File: src/hw/rtl/sha_pkg.sv
`timescale 1ns / 1ps
// ----------------------------------------------------------------------------
// sha_pkg
// Types, constants and helper functions for the SHA-256 byte stream hasher.
// ----------------------------------------------------------------------------
package sha_pkg;

   localparam int unsigned WORD_W   = 32;
   localparam int unsigned BLOCK_W  = 512;
   localparam int unsigned ROUNDS   = 64;
   localparam int unsigned LEN_W    = 64;
   localparam logic [7:0]  PAD_MARK = 8'h80;
   localparam logic [5:0]  LEN_POS  = 6'd56;   // first byte of the length field
   localparam logic [5:0]  LAST_POS = 6'd63;
   localparam logic [5:0]  LAST_RND = 6'd63;
   localparam logic [5:0]  LAST_LEN = 6'd7;
   localparam logic [1:0]  LAST_IDX = 2'd3;

   typedef struct packed {
      logic       has_byte;
      logic [7:0] data_byte;
      logic       end_of_message;
   } req_type;

   typedef struct packed {
      logic [63:0] digest_part;
      logic [1:0]  part_index;
      logic        last_part;
   } rsp_type;

   typedef enum logic [2:0] {
      ST_IDLE,
      ST_ROUND,
      ST_ADD,
      ST_PAD,
      ST_LEN,
      ST_OUT
   } state_type;

   localparam logic [WORD_W-1:0] INIT_HASH [0:7] = '{
      32'h6a09e667, 32'hbb67ae85, 32'h3c6ef372, 32'ha54ff53a,
      32'h510e527f, 32'h9b05688c, 32'h1f83d9ab, 32'h5be0cd19
   };

   localparam logic [WORD_W-1:0] ROUND_K [0:ROUNDS-1] = '{
      32'h428a2f98, 32'h71374491, 32'hb5c0fbcf, 32'he9b5dba5,
      32'h3956c25b, 32'h59f111f1, 32'h923f82a4, 32'hab1c5ed5,
      32'hd807aa98, 32'h12835b01, 32'h243185be, 32'h550c7dc3,
      32'h72be5d74, 32'h80deb1fe, 32'h9bdc06a7, 32'hc19bf174,
      32'he49b69c1, 32'hefbe4786, 32'h0fc19dc6, 32'h240ca1cc,
      32'h2de92c6f, 32'h4a7484aa, 32'h5cb0a9dc, 32'h76f988da,
      32'h983e5152, 32'ha831c66d, 32'hb00327c8, 32'hbf597fc7,
      32'hc6e00bf3, 32'hd5a79147, 32'h06ca6351, 32'h14292967,
      32'h27b70a85, 32'h2e1b2138, 32'h4d2c6dfc, 32'h53380d13,
      32'h650a7354, 32'h766a0abb, 32'h81c2c92e, 32'h92722c85,
      32'ha2bfe8a1, 32'ha81a664b, 32'hc24b8b70, 32'hc76c51a3,
      32'hd192e819, 32'hd6990624, 32'hf40e3585, 32'h106aa070,
      32'h19a4c116, 32'h1e376c08, 32'h2748774c, 32'h34b0bcb5,
      32'h391c0cb3, 32'h4ed8aa4a, 32'h5b9cca4f, 32'h682e6ff3,
      32'h748f82ee, 32'h78a5636f, 32'h84c87814, 32'h8cc70208,
      32'h90befffa, 32'ha4506ceb, 32'hbef9a3f7, 32'hc67178f2
   };

   function automatic logic [WORD_W-1:0] rotr(input logic [WORD_W-1:0] x,
                                              input int unsigned n);
      return (x >> n) | (x << (WORD_W - n));
   endfunction

   function automatic logic [WORD_W-1:0] big_sigma0(input logic [WORD_W-1:0] x);
      return rotr(x, 2) ^ rotr(x, 13) ^ rotr(x, 22);
   endfunction

   function automatic logic [WORD_W-1:0] big_sigma1(input logic [WORD_W-1:0] x);
      return rotr(x, 6) ^ rotr(x, 11) ^ rotr(x, 25);
   endfunction

   function automatic logic [WORD_W-1:0] small_sigma0(input logic [WORD_W-1:0] x);
      return rotr(x, 7) ^ rotr(x, 18) ^ (x >> 3);
   endfunction

   function automatic logic [WORD_W-1:0] small_sigma1(input logic [WORD_W-1:0] x);
      return rotr(x, 17) ^ rotr(x, 19) ^ (x >> 10);
   endfunction

endpackage

File: src/hw/rtl/sha256_byte_stream_hasher.sv
`timescale 1ns / 1ps
// ----------------------------------------------------------------------------
// sha256_byte_stream_hasher
// SHA-256 over a byte stream, one round per cycle, digest out in four parts.
// ----------------------------------------------------------------------------
// A request carrying only a byte is taken at once while idle. Every 64th
// byte starts the compression: 64 rounds on the single shared round unit,
// then the hash update, with req_stall high throughout. A request with
// end_of_message starts padding, which shifts one pad or length byte into
// the block per cycle, with a turnaround step before the length field (and
// a second compression when the tail leaves fewer than 9 free bytes),
// followed by the final compression. The digest then leaves as four 64-bit
// responses, most significant first, one per cycle while rsp_stall is low;
// no new request is taken until the last one goes. The sustained rate is
// set by the round unit, as no byte is taken during a compression.
module sha256_byte_stream_hasher (
   input  logic             clock,
   input  logic             reset,
   input  logic             req_valid,
   output logic             req_stall,
   input  sha_pkg::req_type req_data,
   output logic             rsp_valid,
   input  logic             rsp_stall,
   output sha_pkg::rsp_type rsp_data
);

   localparam int unsigned W = sha_pkg::WORD_W;

   sha_pkg::state_type state_ff, state_in;

   logic [sha_pkg::BLOCK_W-1:0] blk_ff, blk_in;    // byte buffer / schedule window
   logic [5:0]                  fill_ff, fill_in;
   logic [sha_pkg::LEN_W-1:0]   bits_ff, bits_in;
   logic [5:0]                  rnd_ff, rnd_in;
   logic                        pad_ff, pad_in;    // message closed, padding
   logic                        mark_ff, mark_in;  // 0x80 already shifted in
   logic                        final_ff, final_in;
   logic [W-1:0]                hash_ff [8];
   logic [W-1:0]                hash_in [8];
   logic [W-1:0]                v_ff [8];
   logic [W-1:0]                v_in [8];

   logic [W-1:0] w_cur, w_new, t1, t2;
   logic [1:0]   part;

   // round unit
   always_comb begin
      w_cur = blk_ff[511:480];
      w_new = sha_pkg::small_sigma1(blk_ff[63:32]) + blk_ff[223:192]
            + sha_pkg::small_sigma0(blk_ff[479:448]) + w_cur;
      t1 = v_ff[7] + sha_pkg::big_sigma1(v_ff[4])
         + ((v_ff[4] & v_ff[5]) ^ (~v_ff[4] & v_ff[6]))
         + sha_pkg::ROUND_K[rnd_ff] + w_cur;
      t2 = sha_pkg::big_sigma0(v_ff[0])
         + ((v_ff[0] & v_ff[1]) ^ (v_ff[0] & v_ff[2]) ^ (v_ff[1] & v_ff[2]));
   end

   assign part = rnd_ff[1:0];

   always_comb begin
      state_in = state_ff;
      blk_in   = blk_ff;
      fill_in  = fill_ff;
      bits_in  = bits_ff;
      rnd_in   = rnd_ff;
      pad_in   = pad_ff;
      mark_in  = mark_ff;
      final_in = final_ff;
      hash_in  = hash_ff;
      v_in     = v_ff;

      req_stall = (state_ff != sha_pkg::ST_IDLE);
      rsp_valid = (state_ff == sha_pkg::ST_OUT);
      rsp_data.digest_part = {hash_ff[{part, 1'b0}], hash_ff[{part, 1'b1}]};
      rsp_data.part_index  = part;
      rsp_data.last_part   = (part == sha_pkg::LAST_IDX);

      unique case (state_ff)
         sha_pkg::ST_IDLE: begin
            if (req_valid) begin
               if (req_data.end_of_message) begin
                  pad_in  = 1'b1;
                  mark_in = 1'b0;
               end
               if (req_data.has_byte) begin
                  blk_in  = {blk_ff[503:0], req_data.data_byte};
                  fill_in = fill_ff + 6'd1;
                  bits_in = bits_ff + 64'd8;
               end
               if (req_data.has_byte && fill_ff == sha_pkg::LAST_POS) begin
                  state_in = sha_pkg::ST_ROUND;
                  rnd_in   = '0;
                  v_in     = hash_ff;
               end else if (req_data.end_of_message) begin
                  state_in = sha_pkg::ST_PAD;
               end
            end
         end
         sha_pkg::ST_ROUND: begin
            v_in[7] = v_ff[6];
            v_in[6] = v_ff[5];
            v_in[5] = v_ff[4];
            v_in[4] = v_ff[3] + t1;
            v_in[3] = v_ff[2];
            v_in[2] = v_ff[1];
            v_in[1] = v_ff[0];
            v_in[0] = t1 + t2;
            blk_in  = {blk_ff[479:0], w_new};
            rnd_in  = rnd_ff + 6'd1;
            if (rnd_ff == sha_pkg::LAST_RND) begin
               state_in = sha_pkg::ST_ADD;
            end
         end
         sha_pkg::ST_ADD: begin
            for (int i = 0; i < 8; i++) begin
               hash_in[i] = hash_ff[i] + v_ff[i];
            end
            rnd_in = '0;
            if (final_ff) begin
               state_in = sha_pkg::ST_OUT;
            end else if (pad_ff) begin
               state_in = sha_pkg::ST_PAD;
            end else begin
               state_in = sha_pkg::ST_IDLE;
            end
         end
         sha_pkg::ST_PAD: begin
            if (mark_ff && fill_ff == sha_pkg::LEN_POS) begin
               state_in = sha_pkg::ST_LEN;
               rnd_in   = '0;
            end else begin
               blk_in  = {blk_ff[503:0], (mark_ff ? 8'h00 : sha_pkg::PAD_MARK)};
               mark_in = 1'b1;
               fill_in = fill_ff + 6'd1;
               if (fill_ff == sha_pkg::LAST_POS) begin
                  state_in = sha_pkg::ST_ROUND;
                  rnd_in   = '0;
                  v_in     = hash_ff;
               end
            end
         end
         sha_pkg::ST_LEN: begin
            // bit count leaves big-endian; the counter restarts afterwards
            blk_in  = {blk_ff[503:0], bits_ff[63:56]};
            bits_in = {bits_ff[55:0], 8'h00};
            fill_in = fill_ff + 6'd1;
            rnd_in  = rnd_ff + 6'd1;
            if (rnd_ff == sha_pkg::LAST_LEN) begin
               state_in = sha_pkg::ST_ROUND;
               final_in = 1'b1;
               rnd_in   = '0;
               v_in     = hash_ff;
            end
         end
         sha_pkg::ST_OUT: begin
            if (!rsp_stall) begin
               rnd_in = rnd_ff + 6'd1;
               if (part == sha_pkg::LAST_IDX) begin
                  state_in = sha_pkg::ST_IDLE;
                  hash_in  = sha_pkg::INIT_HASH;
                  bits_in  = '0;
                  pad_in   = 1'b0;
                  mark_in  = 1'b0;
                  final_in = 1'b0;
                  rnd_in   = '0;
               end
            end
         end
         default: begin
            state_in = sha_pkg::ST_IDLE;
         end
      endcase
   end

   always_ff @(posedge clock) begin
      if (reset) begin
         state_ff <= sha_pkg::ST_IDLE;
         fill_ff  <= '0;
         bits_ff  <= '0;
         rnd_ff   <= '0;
         pad_ff   <= 1'b0;
         mark_ff  <= 1'b0;
         final_ff <= 1'b0;
         hash_ff  <= sha_pkg::INIT_HASH;
      end else begin
         state_ff <= state_in;
         fill_ff  <= fill_in;
         bits_ff  <= bits_in;
         rnd_ff   <= rnd_in;
         pad_ff   <= pad_in;
         mark_ff  <= mark_in;
         final_ff <= final_in;
         hash_ff  <= hash_in;
      end
   end

   always_ff @(posedge clock) begin
      blk_ff <= blk_in;
      v_ff   <= v_in;
   end

   // compression always starts on an empty buffer position
   a_round_empty: assert property (@(posedge clock) disable iff (reset)
      (state_ff == sha_pkg::ST_ROUND) |-> (fill_ff == '0))
      else $error("fill count not zero during compression");

   // the digest is only shown once the final block is done
   a_out_final: assert property (@(posedge clock) disable iff (reset)
      (state_ff == sha_pkg::ST_OUT) |-> (final_ff && pad_ff && fill_ff == '0))
      else $error("digest shown before final block");

   a_len_count: assert property (@(posedge clock) disable iff (reset)
      (state_ff == sha_pkg::ST_LEN) |-> (rnd_ff <= sha_pkg::LAST_LEN
                                         && fill_ff >= sha_pkg::LEN_POS))
      else $error("length field out of place");

   a_restart: assert property (@(posedge clock) disable iff (reset)
      (rsp_valid && !rsp_stall && rsp_data.last_part) |=>
         (state_ff == sha_pkg::ST_IDLE && bits_ff == '0 && !pad_ff
          && hash_ff[0] == sha_pkg::INIT_HASH[0]))
      else $error("no restart after last digest part");

   a_no_overlap: assert property (@(posedge clock) disable iff (reset)
      rsp_valid |-> req_stall)
      else $error("request taken while digest pending");

endmodule

File: config.mk
export PLATFORM = sky130hd
export DESIGN_NAME = sha256_byte_stream_hasher
export DESIGN_NICKNAME = d
export VERILOG_FILES = /design/src/hw/rtl/sha_pkg.sv /design/src/hw/rtl/sha256_byte_stream_hasher.sv
export SDC_FILE = /design/constraint.sdc
export NUM_CORES = 2
export LEC_CHECK = 0
export BUFFER_PORTS_ARGS = -buffer_cell sky130_fd_sc_hd__buf_2
export CORE_MARGIN = 10
export CORE_UTILIZATION = 35
export CTS_BUF_LIST = sky130_fd_sc_hd__clkbuf_4
export DETAILED_ROUTE_END_ITERATION = 8
export PLACE_DENSITY_LB_ADDON = 0.2
export RECOVER_POWER = 50
export SYNTH_ARGS = -nofsm -noshare
export SYNTH_HDL_FRONTEND = slang
export SYNTH_SLANG_ARGS = --single-unit
File: constraint.sdc
create_clock -name clock -period 36.6 [get_ports clock]
set_input_delay 1.83 -clock clock [delete_from_list [all_inputs] [get_ports clock]]
set_output_delay 1.83 -clock clock [all_outputs]
set_load 0.01 [all_outputs]
## Word level (Yosys, flattened, before mapping)

Memory sizes are Yosys's and may differ from the RTL's.
Cells that the tools add are included.

- Register bits: 1106
- Memory bits (read-only): 2048
- Memories: 1

Memory list:

| name | depth | bits a word | rd ports | clocked after Yosys merged registers in | wr ports | RTL line | source |
|---|---|---|---|---|---|---|---|
| (name not given) | 64 | 32 | 1 | 0 | 0 | sha256_byte_stream_hasher.sv:53 | `+ sha_pkg::ROUND_K[rnd_ff] + w_cur;` |

- Add/subtract/negate cells: 21
- Magnitude comparators: 3
- Equal/unequal tests: 22
- Muxes and demuxes: 62
- Bitwise gates (word level): 30
- Reduce and logical (&&, ||, !) cells: 22

Operators by type and width:

| operator | number |
|---|---|
| 512-bit case mux with 4 select lines | 1 |
| 256-bit 2-to-1 mux | 7 |
| 512-bit 2-to-1 mux | 3 |
| 256-bit case mux with 4 select lines | 1 |
| 32-bit adder | 18 |
| 256-bit case mux with 2 select lines | 1 |
| 32-bit XOR | 9 |
| 64-bit 2-to-1 mux | 4 |
| 32-bit binary-select mux with 3-bit select | 2 |
| 32-bit 2-to-1 mux | 6 |
| 64-bit case mux with 3 select lines | 1 |
| 32-bit AND | 5 |
| 64-bit by 4-bit adder with 64-bit output, second input constant | 1 |
| 6-bit 2-to-1 mux | 10 |
| 6-bit case mux with 6 select lines | 1 |
| 32-bit inverter | 1 |
| 10-bit by 32-bit bitwise OR with 32-bit output | 1 |
| 13-bit by 32-bit bitwise OR with 32-bit output | 1 |
| 14-bit by 32-bit bitwise OR with 32-bit output | 1 |
| 15-bit by 32-bit bitwise OR with 32-bit output | 1 |
| 19-bit by 32-bit bitwise OR with 32-bit output | 1 |
| 21-bit by 32-bit bitwise OR with 32-bit output | 1 |
| 25-bit by 32-bit bitwise OR with 32-bit output | 1 |
| 26-bit by 32-bit bitwise OR with 32-bit output | 1 |
| other kinds (37) | 81 |

## Logic depth before layout (Yosys ltp)

- Depth in word-level cells: 9
- Gate-level depth with buffers: 39
- Gate-level depth less buffers: 38

## Worst setup path after synthesis

OpenSTA, ideal clock, no wires.

- Kind: input -> register
- Start point: in req_valid
- End point: reg blk_ff[0] (netlist bit), enable pin
- Setup time: 1562 ps
- Arrival time: 26608 ps
- Data required time: 35038 ps
- Path slack: 8430 ps
- Stages: 3
- Buffers on the path: 0
- Cells stage by stage: a21o_1 -> o21ai_0 -> a21oi_1

- Word-level cells in the longest chain between the ends: 2

RTL lines:

| item | RTL line | source |
|---|---|---|
| start, declared | sha256_byte_stream_hasher.sv:19 | `input logic req_valid,` |
| 2-bit inequality test (no line) | - |  |
| 4-bit AND reduction (no line) | - |  |
| end signal, assigned | sha256_byte_stream_hasher.sv:198 | `blk_ff <= blk_in;` |
| end, declared | sha256_byte_stream_hasher.sv:31 | `logic [sha_pkg::BLOCK_W-1:0] blk_ff, blk_in;` |

Every way passes these cells.
A chain may end at the register's enable or synchronous reset.

==> report_table.html <==
<table>
<tr><th>Metric</th><th>Value</th></tr>
<tr><th colspan="2">Status</th></tr>
<tr><td>Result of the run</td><td>finished, violations left</td></tr>
<tr><td>Violations in the final reports</td><td>capacitance limit, slew limit</td></tr>
<tr><th colspan="2">Clock network</th></tr>
<tr><td>Hold buffer count at cts</td><td>0</td></tr>
<tr><td>CTS HTree Levels</td><td>5</td></tr>
<tr><td>Later-pin clock latency in the skew report</td><td>~1400 ps</td></tr>
<tr><td>Maximum root-to-sink buffer count</td><td>4</td></tr>
<tr><td>Clock tree from TritonCTS</td><td>yes</td></tr>
<tr><td>Clock transition at the register clock pins on the worst setup and hold paths after CTS</td><td>70 ps</td></tr>
<tr><td>Root buf cell</td><td>clkbuf_4</td></tr>
<tr><td>Clock tree sinks</td><td>approximately 1100</td></tr>
<tr><td>Post-CTS Repair Setup Buffers</td><td>0</td></tr>
<tr><td>Cts repair resizes</td><td>0</td></tr>
<tr><td>Total CTS buffers</td><td>343</td></tr>
<tr><th colspan="2">Hold path</th></tr>
<tr><td>Worst min-delay path category</td><td>flop to flop</td></tr>
<tr><th colspan="2">Routing</th></tr>
<tr><td>Met2 wire len</td><td>around 130000 um</td></tr>
<tr><td>Final routed wirelength across all metal layers</td><td>276000 um</td></tr>
<tr><td>Met1 wire length</td><td>120000 um</td></tr>
<tr><td>Detailed-router iteration count before antenna repair</td><td>6</td></tr>
<tr><td>Vias per cell</td><td>roughly 5.4</td></tr>
<tr><td>Total DRC errors in the routed layout</td><td>0</td></tr>
<tr><td>Uppermost metal layer occupied by signal nets</td><td>met4</td></tr>
<tr><td>First-iteration detailed-routing DRC count</td><td>5340</td></tr>
<tr><td>Overall via count from detail_route</td><td>about 64000</td></tr>
<tr><td>WL/cell</td><td>around 23 um</td></tr>
<tr><td>Antenna Nets Post-Route</td><td>0</td></tr>
<tr><td>Sum of met3 wire segment lengths after detailed routing</td><td>17600 um</td></tr>
<tr><th colspan="2">Floorplan</th></tr>
<tr><td>Starting utilization of the core area</td><td>0.352</td></tr>
<tr><td>Die Height</td><td>just under 500 um</td></tr>
<tr><td>Placeable core region</td><td>about 210000 um2</td></tr>
<tr><td>Full die area</td><td>235000 um2</td></tr>
<tr><td>Die Width</td><td>484 um</td></tr>
<tr><td>I/O pin cnt</td><td>83</td></tr>
<tr><td>Standard-cell rows</td><td>between 150 and 200</td></tr>
<tr><th colspan="2">Timing</th></tr>
<tr><td>Minimum clock period</td><td>16090 ps</td></tr>
<tr><td>Count of final max-slew check failures</td><td>roughly 1700</td></tr>
<tr><td>Max-Slew Margin vs Limit</td><td>-5.75</td></tr>
<tr><td>Setup repair after global routing missed its margin</td><td>no</td></tr>
<tr><td>Count of endpoints failing hold in the final timing report</td><td>0</td></tr>
<tr><td>Fraction of the cycle the final worst path needs</td><td>0.440</td></tr>
<tr><td>Final worst clock skew</td><td>~140 ps</td></tr>
<tr><td>Setup_tns</td><td>0 ps</td></tr>
<tr><td>Timing-limited maximum frequency</td><td>62.2 MHz</td></tr>
<tr><td>Final Setup Violations</td><td>0</td></tr>
<tr><td>Worst-Margin Slew</td><td>roughly 10000 ps</td></tr>
<tr><th colspan="2">Synth</th></tr>
<tr><td>Number of different library cells in the post-synthesis netlist</td><td>between 90 and 100</td></tr>
<tr><td>Mean area per synthesized cell</td><td>~8.7 um2</td></tr>
<tr><td>Gate count after technology mapping</td><td>a little under 9000</td></tr>
<tr><td>Synth Flop Type</td><td>edfxtp_1</td></tr>
<tr><td>Synthesis warning total</td><td>0</td></tr>
<tr><td>Post-synthesis net count</td><td>between 9000 and 10000</td></tr>
<tr><td>Number of enable-type register cells in the synthesized netlist</td><td>~770</td></tr>
<tr><td>Sequential share of the synthesized area</td><td>0.394</td></tr>
<tr><td>Synthesized area</td><td>roughly 75000 um2</td></tr>
<tr><td>Async set-or-reset flop fraction in the synthesized netlist</td><td>0</td></tr>
<tr><td>Post-synthesis sequential element count</td><td>between 1000 and 1500</td></tr>
<tr><th colspan="2">Cells and area</th></tr>
<tr><td>Layout area overhead</td><td>9.48%</td></tr>
<tr><td>FF/Latch Area</td><td>29800 um2</td></tr>
<tr><td>Fin nets</td><td>9327</td></tr>
<tr><td>Ratio of cells with drive above 1 in the final layout</td><td>0.0965</td></tr>
<tr><td>Multi-input combinational cell area</td><td>between 40000 and 50000 um2</td></tr>
<tr><td>Number of filler cells placed in the layout</td><td>~22000</td></tr>
<tr><td>Final standard cell utilization of the core</td><td>0.385</td></tr>
<tr><th colspan="2">Critical path</th></tr>
<tr><td>Arrival time of data at the critical path endpoint</td><td>~17000 ps</td></tr>
<tr><td>Sort of element at the end of the critical path</td><td>flop</td></tr>
<tr><td>Worst Path Max Fanout</td><td>around 210</td></tr>
<tr><td>Startpoint kind of the worst setup timing path</td><td>flop</td></tr>
<tr><td>Req. time, crit path</td><td>37110 ps</td></tr>
<tr><td>Kind of critical path</td><td>flop to flop</td></tr>
<tr><th colspan="2">GRT</th></tr>
<tr><td>Aggregate global routing overflow</td><td>0</td></tr>
<tr><td>Wire length of the first global-routing pass</td><td>405000 um</td></tr>
<tr><td>Pin count of the biggest net entering global routing</td><td>between 200 and 250</td></tr>
<tr><td>Antenna violations before repair</td><td>8</td></tr>
<tr><td>Total Routing Usage GR</td><td>0.226</td></tr>
<tr><td>Vias in the first global route</td><td>~62000</td></tr>
<tr><th colspan="2">Placement</th></tr>
<tr><td>Routability-driven placement congestion ratio</td><td>a little over 0.9</td></tr>
<tr><td>Detailed Place HPWL</td><td>a little over 200000 um</td></tr>
<tr><td>Port-buffer cells</td><td>82</td></tr>
<tr><th colspan="2">Job</th></tr>
<tr><td>Max capacitance violation total</td><td>28</td></tr>
</table>
[state kept, by name, indices dropped and copies added, names as in the netlist]
name,flops
state_ff,3
mark_ff,1
v_ff,256
final_ff,1
rnd_ff,6
fill_ff,6
bits_ff,61
hash_ff,256
pad_ff,1
blk_ff,512
[synthesized netlist by cell type (68+ instances only)]
| library cell | instances | area share |
|---|---|---|
| a21o_1 | 205 | 0.020 |
| a21oi_1 | 461 | 0.031 |
| clkbuf_1 | 451 | 0.022 |
| dfxtp_1 | 335 | 0.089 |
| edfxtp_1 | 768 | 0.31 |
| fa_1 | 195 | 0.052 |
| ha_1 | 401 | 0.066 |
| inv_1 | 501 | 0.025 |
| mux4_2 | 68 | 0.020 |
| nand2_1 | 2368 | 0.12 |
| nand2b_1 | 68 | 0.0056 |
| nand3_1 | 157 | 0.010 |
| nor2_1 | 452 | 0.022 |
| nor3_1 | 136 | 0.0090 |
| o21ai_0 | 503 | 0.033 |
| xnor2_1 | 353 | 0.041 |
| xor2_1 | 249 | 0.029 |
[worst max-delay path, cell delays in order, from the launching register on]
cell and delay [ps]:
dfxtp_1 530, inv_1 160, clkbuf_1 640, or3_1 2050, clkbuf_1 1690, clkbuf_1 6840
o21ai_0 2700
[through the flow]
step                      instance area (um2)  instances  setup slack (ps)  hold WS (ps)
final                                   82600      11815             20510           477
after global routing                    82600      11813             19620           488
after global placement                  78500      11210             26540           467
after floorplan                         75500       8683              8430           450
after CTS                               82800      11805             26610           442
after detailed placement                78500      11210             26600           467
[kinds of logic after synthesis]
kind of cell | synth area share
AO/OA/AOI/OAI | 0.149
AND/OR/NAND/NOR | 0.191
XOR/XNOR | 0.0699
multiplexers | 0.0269
adder cells (fa/ha/maj) | 0.119
buffers and inverters | 0.0498
flip-flops | 0.394
[layer usage]
metal | up-vias | track usage
li1 | 30118 | -
met1 | 31150 | 0.302
met2 | 2169 | 0.363
met3 | 515 | 0.0358
met4 | 0 | 0.0928
met5 | - | 0
[layout make-up]
| cell class | count | area share |
|---|---|---|
| Multi-Input combinational cell | 6582 | 0.508 |
| Sequential cell | 1103 | 0.360 |
| Clock buffer | 522 | 0.0474 |
| Clock inverter | 73 | 0.00448 |
| Inverter | 504 | 0.0229 |
| Tap cell | 2838 | 0.0430 |
| Antenna cell | 10 | 0.000303 |
| Timing Repair Buffer | 183 | 0.0133 |
[layout by cell type, fill, tap and decap left out, types with 68 or more instances in the layout]
cell / instances
nand2_1: 2364
edfxtp_1: 768
clkbuf_4: 522
o21ai_0: 506
inv_1: 501
a21oi_1: 460
nor2_1: 450
ha_1: 401
xnor2_1: 353
dfxtp_1: 331
xor2_1: 249
a21o_1: 205
fa_1: 195
nand3_1: 157
nor3_1: 136
buf_2: 81
buf_4: 72
nand2b_1: 68
mux4_2: 68
[final timing paths]
| kind | slack (ps) | end | startpoint | depth (start not counted) |
|---|---|---|---|---|
| setup reg to reg | 20510 | v_ff[124] | state_ff[0] | 6 |
| hold reg to reg | 480 | blk_ff[396] | blk_ff[364] | 2 |
| hold / removal | 480 | blk_ff[396] | blk_ff[364] | 2 |
| setup / recovery | 20510 | v_ff[124] | state_ff[0] | 6 |
Power is left out: the tool's default activity adds up to more than one toggle a clock period on the data nets, which glitch-free logic cannot reach.
